--- config.mk ---
export PLATFORM = sky130hd
export DESIGN_NAME = countdown_timer_pool_flat
export DESIGN_NICKNAME = d
export VERILOG_FILES = /design/src/rtl/ctp_pkg.sv /design/src/rtl/ctp_if.sv /design/src/rtl/countdown_timer_pool.sv /design/src/flat_wrapper.sv
export SDC_FILE = /design/constraint.sdc
export NUM_CORES = 1
export LEC_CHECK = 0
export ABC_CLOCK_PERIOD_IN_PS = 3650
export BUFFER_PORTS_ARGS = -buffer_cell sky130_fd_sc_hd__buf_2
export CELL_PAD_IN_SITES_DETAIL_PLACEMENT = 0
export CELL_PAD_IN_SITES_GLOBAL_PLACEMENT = 2
export CORE_MARGIN = 5
export CORE_UTILIZATION = 36
export DETAILED_ROUTE_END_ITERATION = 8
export PLACE_DENSITY_LB_ADDON = 0.1
export REMOVE_ABC_BUFFERS = 1
export SYNTH_ARGS = -nofsm -noshare
export SYNTH_HDL_FRONTEND = slang
export SYNTH_SLANG_ARGS = --single-unit
--- constraint.sdc ---
create_clock -name clk -period 3.65 [get_ports clk]
set_input_delay 0.1825 -clock clk [delete_from_list [all_inputs] [get_ports clk]]
set_output_delay 0.1825 -clock clk [all_outputs]
set_load 0.02 [all_outputs]
--- src/rtl/ctp_pkg.sv ---
// package for the countdown timer pool
// operation codes, field widths and beat payload types; no dependencies
`default_nettype none

package ctp_pkg;

  localparam int OP_W     = 3;
  localparam int HANDLE_W = 8;
  localparam int TIME_W   = 32;

  typedef enum logic [OP_W-1:0] {
    OP_TICK   = 3'd0,
    OP_CREATE = 3'd1,
    OP_DELETE = 3'd2,
    OP_READ   = 3'd3,
    OP_SET    = 3'd4
  } ctp_op_t;

  typedef struct packed {
    logic [OP_W-1:0]     op;
    logic [HANDLE_W-1:0] handle;
    logic [TIME_W-1:0]   time_value;
  } ctp_cmd_t;

  typedef struct packed {
    logic [HANDLE_W-1:0] new_handle;
    logic [TIME_W-1:0]   remaining;
    logic                bad_handle;
  } ctp_rsp_t;

endpackage

`default_nettype wire

--- src/rtl/ctp_if.sv ---
// valid/ready channel interfaces for the countdown timer pool
// depends on ctp_pkg for field widths
`default_nettype none

interface ctp_in_if import ctp_pkg::*; ();
  logic                valid;
  logic                ready;
  logic [OP_W-1:0]     op;
  logic [HANDLE_W-1:0] handle;
  logic [TIME_W-1:0]   time_value;

  modport source (output valid, output op, output handle, output time_value, input ready);
  modport sink   (input valid, input op, input handle, input time_value, output ready);
endinterface

interface ctp_out_if import ctp_pkg::*; ();
  logic                valid;
  logic                ready;
  logic [HANDLE_W-1:0] new_handle;
  logic [TIME_W-1:0]   remaining;
  logic                bad_handle;

  modport source (output valid, output new_handle, output remaining, output bad_handle,
                  input ready);
  modport sink   (input valid, input new_handle, input remaining, input bad_handle,
                  output ready);
endinterface

`default_nettype wire

--- src/rtl/countdown_timer_pool.sv ---
// countdown timer pool top level: timer bank, op decode and result register
// depends on ctp_pkg and the channel interfaces in ctp_if
//
//   channel   direction  beat contents
//   in_cmd    in         op, handle, time_value
//   out_rsp   out        new_handle, remaining, bad_handle
//
// one beat is taken per cycle while ready; its result is registered at the accept
// the timer bank and first-free search update in the same cycle as the accept
// in_cmd.ready drops only while a held result is not taken by out_rsp
// synchronous active-low reset disables all timers and clears their times
`default_nettype none

module countdown_timer_pool import ctp_pkg::*; #(
  parameter int NUM_TIMERS = 8
) (
  input  wire        clk,
  input  wire        rst_n,
  ctp_in_if.sink     in_cmd,
  ctp_out_if.source  out_rsp
);

  localparam int IDX_W = (NUM_TIMERS > 1) ? $clog2(NUM_TIMERS) : 1;

  logic [NUM_TIMERS-1:0] en_r, en_nxt;
  logic [TIME_W-1:0]     time_r   [NUM_TIMERS];
  logic [TIME_W-1:0]     time_nxt [NUM_TIMERS];
  logic                  out_valid_r;
  ctp_rsp_t              rsp_r, rsp_nxt;

  logic                  accept;
  logic                  hdl_ok;
  logic [IDX_W-1:0]      hdl_idx;
  logic                  free_found;
  logic [IDX_W-1:0]      free_idx;

  assign in_cmd.ready = !out_valid_r || out_rsp.ready;
  assign accept       = in_cmd.valid && in_cmd.ready;

  assign hdl_ok  = (in_cmd.handle != '0) && (in_cmd.handle <= HANDLE_W'(NUM_TIMERS));
  assign hdl_idx = IDX_W'(in_cmd.handle - HANDLE_W'(1));

  // lowest disabled slot
  always_comb begin
    free_found = 1'b0;
    free_idx   = '0;
    for (int i = NUM_TIMERS - 1; i >= 0; i--) begin
      if (!en_r[i]) begin
        free_found = 1'b1;
        free_idx   = IDX_W'(i);
      end
    end
  end

  always_comb begin
    en_nxt  = en_r;
    rsp_nxt = '0;
    for (int i = 0; i < NUM_TIMERS; i++) begin
      time_nxt[i] = time_r[i];
    end
    unique case (in_cmd.op)
      OP_TICK: begin
        for (int i = 0; i < NUM_TIMERS; i++) begin
          if (en_r[i] && time_r[i] != '0) begin
            time_nxt[i] = time_r[i] - TIME_W'(1);
          end
        end
      end
      OP_CREATE: begin
        if (free_found) begin
          en_nxt[free_idx]   = 1'b1;
          time_nxt[free_idx] = in_cmd.time_value;
          rsp_nxt.new_handle = HANDLE_W'(free_idx) + HANDLE_W'(1);
        end
      end
      OP_DELETE: begin
        rsp_nxt.bad_handle = !hdl_ok;
        if (hdl_ok) begin
          en_nxt[hdl_idx] = 1'b0;
        end
      end
      OP_READ: begin
        rsp_nxt.bad_handle = !hdl_ok;
        if (hdl_ok) begin
          rsp_nxt.remaining = time_r[hdl_idx];
        end
      end
      OP_SET: begin
        rsp_nxt.bad_handle = !hdl_ok;
        if (hdl_ok) begin
          time_nxt[hdl_idx] = in_cmd.time_value;
        end
      end
      default: begin
        rsp_nxt = '0;
      end
    endcase
  end

  always_ff @(posedge clk) begin
    if (!rst_n) begin
      en_r        <= '0;
      out_valid_r <= 1'b0;
      for (int i = 0; i < NUM_TIMERS; i++) begin
        time_r[i] <= '0;
      end
    end else begin
      if (accept) begin
        en_r        <= en_nxt;
        out_valid_r <= 1'b1;
        for (int i = 0; i < NUM_TIMERS; i++) begin
          time_r[i] <= time_nxt[i];
        end
      end else if (out_rsp.ready) begin
        out_valid_r <= 1'b0;
      end
    end
  end

  always_ff @(posedge clk) begin
    if (accept) begin
      rsp_r <= rsp_nxt;
    end
  end

  assign out_rsp.valid      = out_valid_r;
  assign out_rsp.new_handle = rsp_r.new_handle;
  assign out_rsp.remaining  = rsp_r.remaining;
  assign out_rsp.bad_handle = rsp_r.bad_handle;

endmodule

`default_nettype wire
--- src/flat_wrapper.sv ---
// flat-port wrapper written by rule: the top's interface ports become plain ports
module countdown_timer_pool_flat import ctp_pkg::*;
#(
  parameter int NUM_TIMERS = 8
)
  (clk, rst_n, in_cmd_valid, in_cmd_op, in_cmd_handle, in_cmd_time_value, in_cmd_ready, out_rsp_valid, out_rsp_new_handle, out_rsp_remaining, out_rsp_bad_handle, out_rsp_ready);
  ctp_in_if in_cmd_i ();
  ctp_out_if out_rsp_i ();
  input  wire clk;
  input  wire rst_n;
  input wire logic [$bits(in_cmd_i.valid)-1:0] in_cmd_valid;
  input wire logic [$bits(in_cmd_i.op)-1:0] in_cmd_op;
  input wire logic [$bits(in_cmd_i.handle)-1:0] in_cmd_handle;
  input wire logic [$bits(in_cmd_i.time_value)-1:0] in_cmd_time_value;
  output wire logic [$bits(in_cmd_i.ready)-1:0] in_cmd_ready;
  output wire logic [$bits(out_rsp_i.valid)-1:0] out_rsp_valid;
  output wire logic [$bits(out_rsp_i.new_handle)-1:0] out_rsp_new_handle;
  output wire logic [$bits(out_rsp_i.remaining)-1:0] out_rsp_remaining;
  output wire logic [$bits(out_rsp_i.bad_handle)-1:0] out_rsp_bad_handle;
  input wire logic [$bits(out_rsp_i.ready)-1:0] out_rsp_ready;
  assign in_cmd_i.valid = in_cmd_valid;
  assign in_cmd_i.op = in_cmd_op;
  assign in_cmd_i.handle = in_cmd_handle;
  assign in_cmd_i.time_value = in_cmd_time_value;
  assign in_cmd_ready = in_cmd_i.ready;
  assign out_rsp_valid = out_rsp_i.valid;
  assign out_rsp_new_handle = out_rsp_i.new_handle;
  assign out_rsp_remaining = out_rsp_i.remaining;
  assign out_rsp_bad_handle = out_rsp_i.bad_handle;
  assign out_rsp_i.ready = out_rsp_ready;
  countdown_timer_pool #(.NUM_TIMERS(NUM_TIMERS)) u_core (.clk(clk), .rst_n(rst_n), .in_cmd(in_cmd_i), .out_rsp(out_rsp_i));
endmodule
==> qor.txt <==
status: finished, final reports clean
YS warnings: 0
Skew-Pair Late Insertion Delay: 0.59 ns
1st-iter DRT viols: 3,437
first-pass GRT wire length: 151.0 mm
FF-to-FF setup slack: 0.27 ns
endpoints failing hold: 0
synth-to-layout area growth: 14.62%
hold path start: out_rsp_ready
unique cell type count in the Yosys netlist: 83
fill cell count: 5,901
Hold Crit Depth: 3
layout cells sized above 1: 12.94%
Initial Utilization: 36.43%
FP Rows: 88
H-tree depth: 2
sum of negative setup slack: 0 ns
Port Buffer Count: 85
initial antenna violation count: 2
clock transition at the registers of the reported paths: 0.06 ns
most common cell after layout, fill and taps aside: edfxtp_1
CTS tree: yes
R2R depth: 6
vias in the first global route: 20,790
pre-CTS worst setup slack: 0.3259 ns
CP Class: reg -> reg
largest net degree at the start of global routing: 104
power density cells: 436.1 nW/µm²
multi-input logic area: 11,360 µm²
worst slew pin tran: 1.255 ns
Pleak: 7.836 nW
placed insts: 3,137
Die ar.: 63,550 µm²
Ant. Diodes: 0
setup slack after layout: 0.2738 ns
I/O pin cnt: 90
Core Area: 57,920 µm²
# setup viols final: 0
sequential element share of the synthesized area: 42.55%
Bufs on Longest Clock Path: 3
asr flop ratio synth: 0%
final cell count without fillers: 3,215
global placement routability congestion: 0.9780
clock root cell: clkbuf_16
fmax: 0.2962 GHz
Mean Syn Cell Area: 8.929 µm²
Global Route Usage Sum: 32.08%
via/cell ratio: 6.902
Post-Syn Area: 21,100 µm²
reg2reg end: u_core.time_r[6][0]
CTS Sinks: 302
final period demand of the worst path: 3.376 ns
Via Count: 22,190
Power, Total: 10.55 mW
Peak VDD IR: 301.9 µV
wire length per cell: 33.13 µm
die span in y: 252.1 µm
MaxCap Viol Count: 0
Post-DRT Antenna Nets: 0
final worst-path cycle share: 92.50%
Max Slew Vio Count: 0
DR DRC count: 0
type of origin of the critical path: flip-flop
CP Max Fanout: 32
die width: 252.1 µm
TritonRoute pass-1 iters: 8
storage element area: 8979 µm²
RSZ-0062 raised after global routing: no
Slew headroom: 16.17%
number of synthesized flops with an enable pin: 293
Yosys reg bits: 302
Crit path arrival time: 3.60 ns
clock skew: 0.02885 ns
Min-Delay Path Class: in -> reg
total grt overflow: 0
main flop type after synthesis: edfxtp_1
Layout Nets: 2,478
most frequent cells in the layout: edfxtp_1, nor2_1, nand2_1, a21oi_1, a22oi_1
DP HPWL: 76.32 mm
Req. time, crit path: 3.87 ns
Endpoint, Worst Hold: u_core.out_rsp.valid
CP endpoint kind: flip-flop
WL final: 106.5 mm
CTS buffer count: 42
design area: 24,180 µm²
DP Area: 22,880 µm²
r2r startpoint: u_core.time_r[6][21]
Syn Inst Count: 2,363
-- worst max-delay path: stages, from the launching register on --
cell and delay (ns):
edfxtp_1 0.47, or4_1 0.66, or4_4 0.48, or3_4 0.37
or4_1 0.45, o21ai_1 0.23, a21oi_4 0.33
-- per-stage QoR --
stage	hold slack [ns]	utilization, %
after global placement	0.4671	39.50
final	0.04919	41.76
after floorplan	0.3000	-
after detailed placement	0.4795	39.50
after CTS	0.02059	41.76
after global routing	0.06052	41.76
-- kinds of logic (layout without fill, tap and decap cells) --
kind of cell,count (synthesis),in the layout,synth area share [%]
fa+ha+maj,14,14,0.8302
buf+inv,243,327,4.459
simple gates,852,852,20.07
xor+xnor,71,71,2.947
flops,302,302,42.55
other cells,1,4,0.01777
compound gates,861,861,28.16
mux,19,19,0.9607
-- state kept, by name (all words and copies together), names as in the netlist --
signal	flops
u_core.out_rsp.bad_handle	1
u_core.out_rsp.valid	1
u_core.out_rsp.new_handle	4
u_core.out_rsp.remaining	32
u_core.en_r	8
u_core.time_r	256
-- report_power, final --
part | switching [mW] | internal, mW | leakage, nW
Sequential | 0.449 | 4.13 | 3.10
Combinational | 1.30 | 0.602 | 4.10
Clock | 1.73 | 2.34 | 0.636
-- timing repair --
action,4_1_cts,5_1_grt
setup buffers,0,0
hold buffers,1,0
gates resized for setup,0,0
endpoints found under the hold margin,1,0
setup endpoints to repair,0,0
-- worst max path at each step --
| stage | slack [ns] | end | start |
|---|---|---|---|
| floorplan | -3.04 | u_core.time_r[5][18] | in_cmd_op[2] |
| global placement | 0.35 | u_core.time_r[6][5] | u_core.time_r[6][21] |
| detailed placement | 0.33 | u_core.time_r[6][5] | u_core.time_r[6][21] |
| CTS | 0.29 | u_core.time_r[6][0] | u_core.time_r[6][21] |
| global route | 0.13 | u_core.time_r[7][14] | u_core.time_r[7][1] |
| finish | 0.27 | u_core.time_r[6][0] | u_core.time_r[6][21] |
-- cells in the mapped netlist (all sizes together), types with 9 or more instances --
library cell,n,area share [%]
xnor2,37,1.5
mux2,10,0.53
mux2i,9,0.43
a41oi,13,0.54
a221oi,64,2.7
xor2,34,1.4
a22o,23,0.95
or2,10,0.30
or4,30,1.1
nand2b,15,0.44
ha,14,0.83
o21ai,147,3.5
o31ai,12,0.43
a31oi,50,1.5
a211oi,28,1.0
nor3,122,2.9
a21oi,160,3.8
or3,36,1.1
nand4,17,0.50
nor2b,12,0.36
nand2,164,2.9
buf,24,0.55
inv,37,0.66
nor4,70,2.3
o211ai,14,0.50
clkbuf,182,3.3
dfxtp,9,0.85
a222oi,32,1.5
o22ai,50,1.5
edfxtp,293,42
a22oi,144,5.1
nand3,79,1.9
and2,13,0.39
a32oi,19,0.79
a221o,24,1.1
nor2,238,4.2
o21a,20,0.71
and3,12,0.36
-- cell type report --
class                      count  area share (%)
clock buffer                  56           4.734
clock inverter                21          0.6208
inverter                      37          0.5743
multi-input combinational   1821           46.99
sequential                   302           37.13
tap                          765           3.958
timing repair buffer         213           6.001
-- metal layers --
metal / global-route usage [%] / vias up / share of wire, %
met5: 0 / - / 0.0075
met4: 11.07 / 2 / 3.6
met3: 5.804 / 191 / 10
met2: 49.28 / 1378 / 44
met1: 45.73 / 11120 / 42
li1: - / 9499 / -
Power figures use the tool's default switching activity.
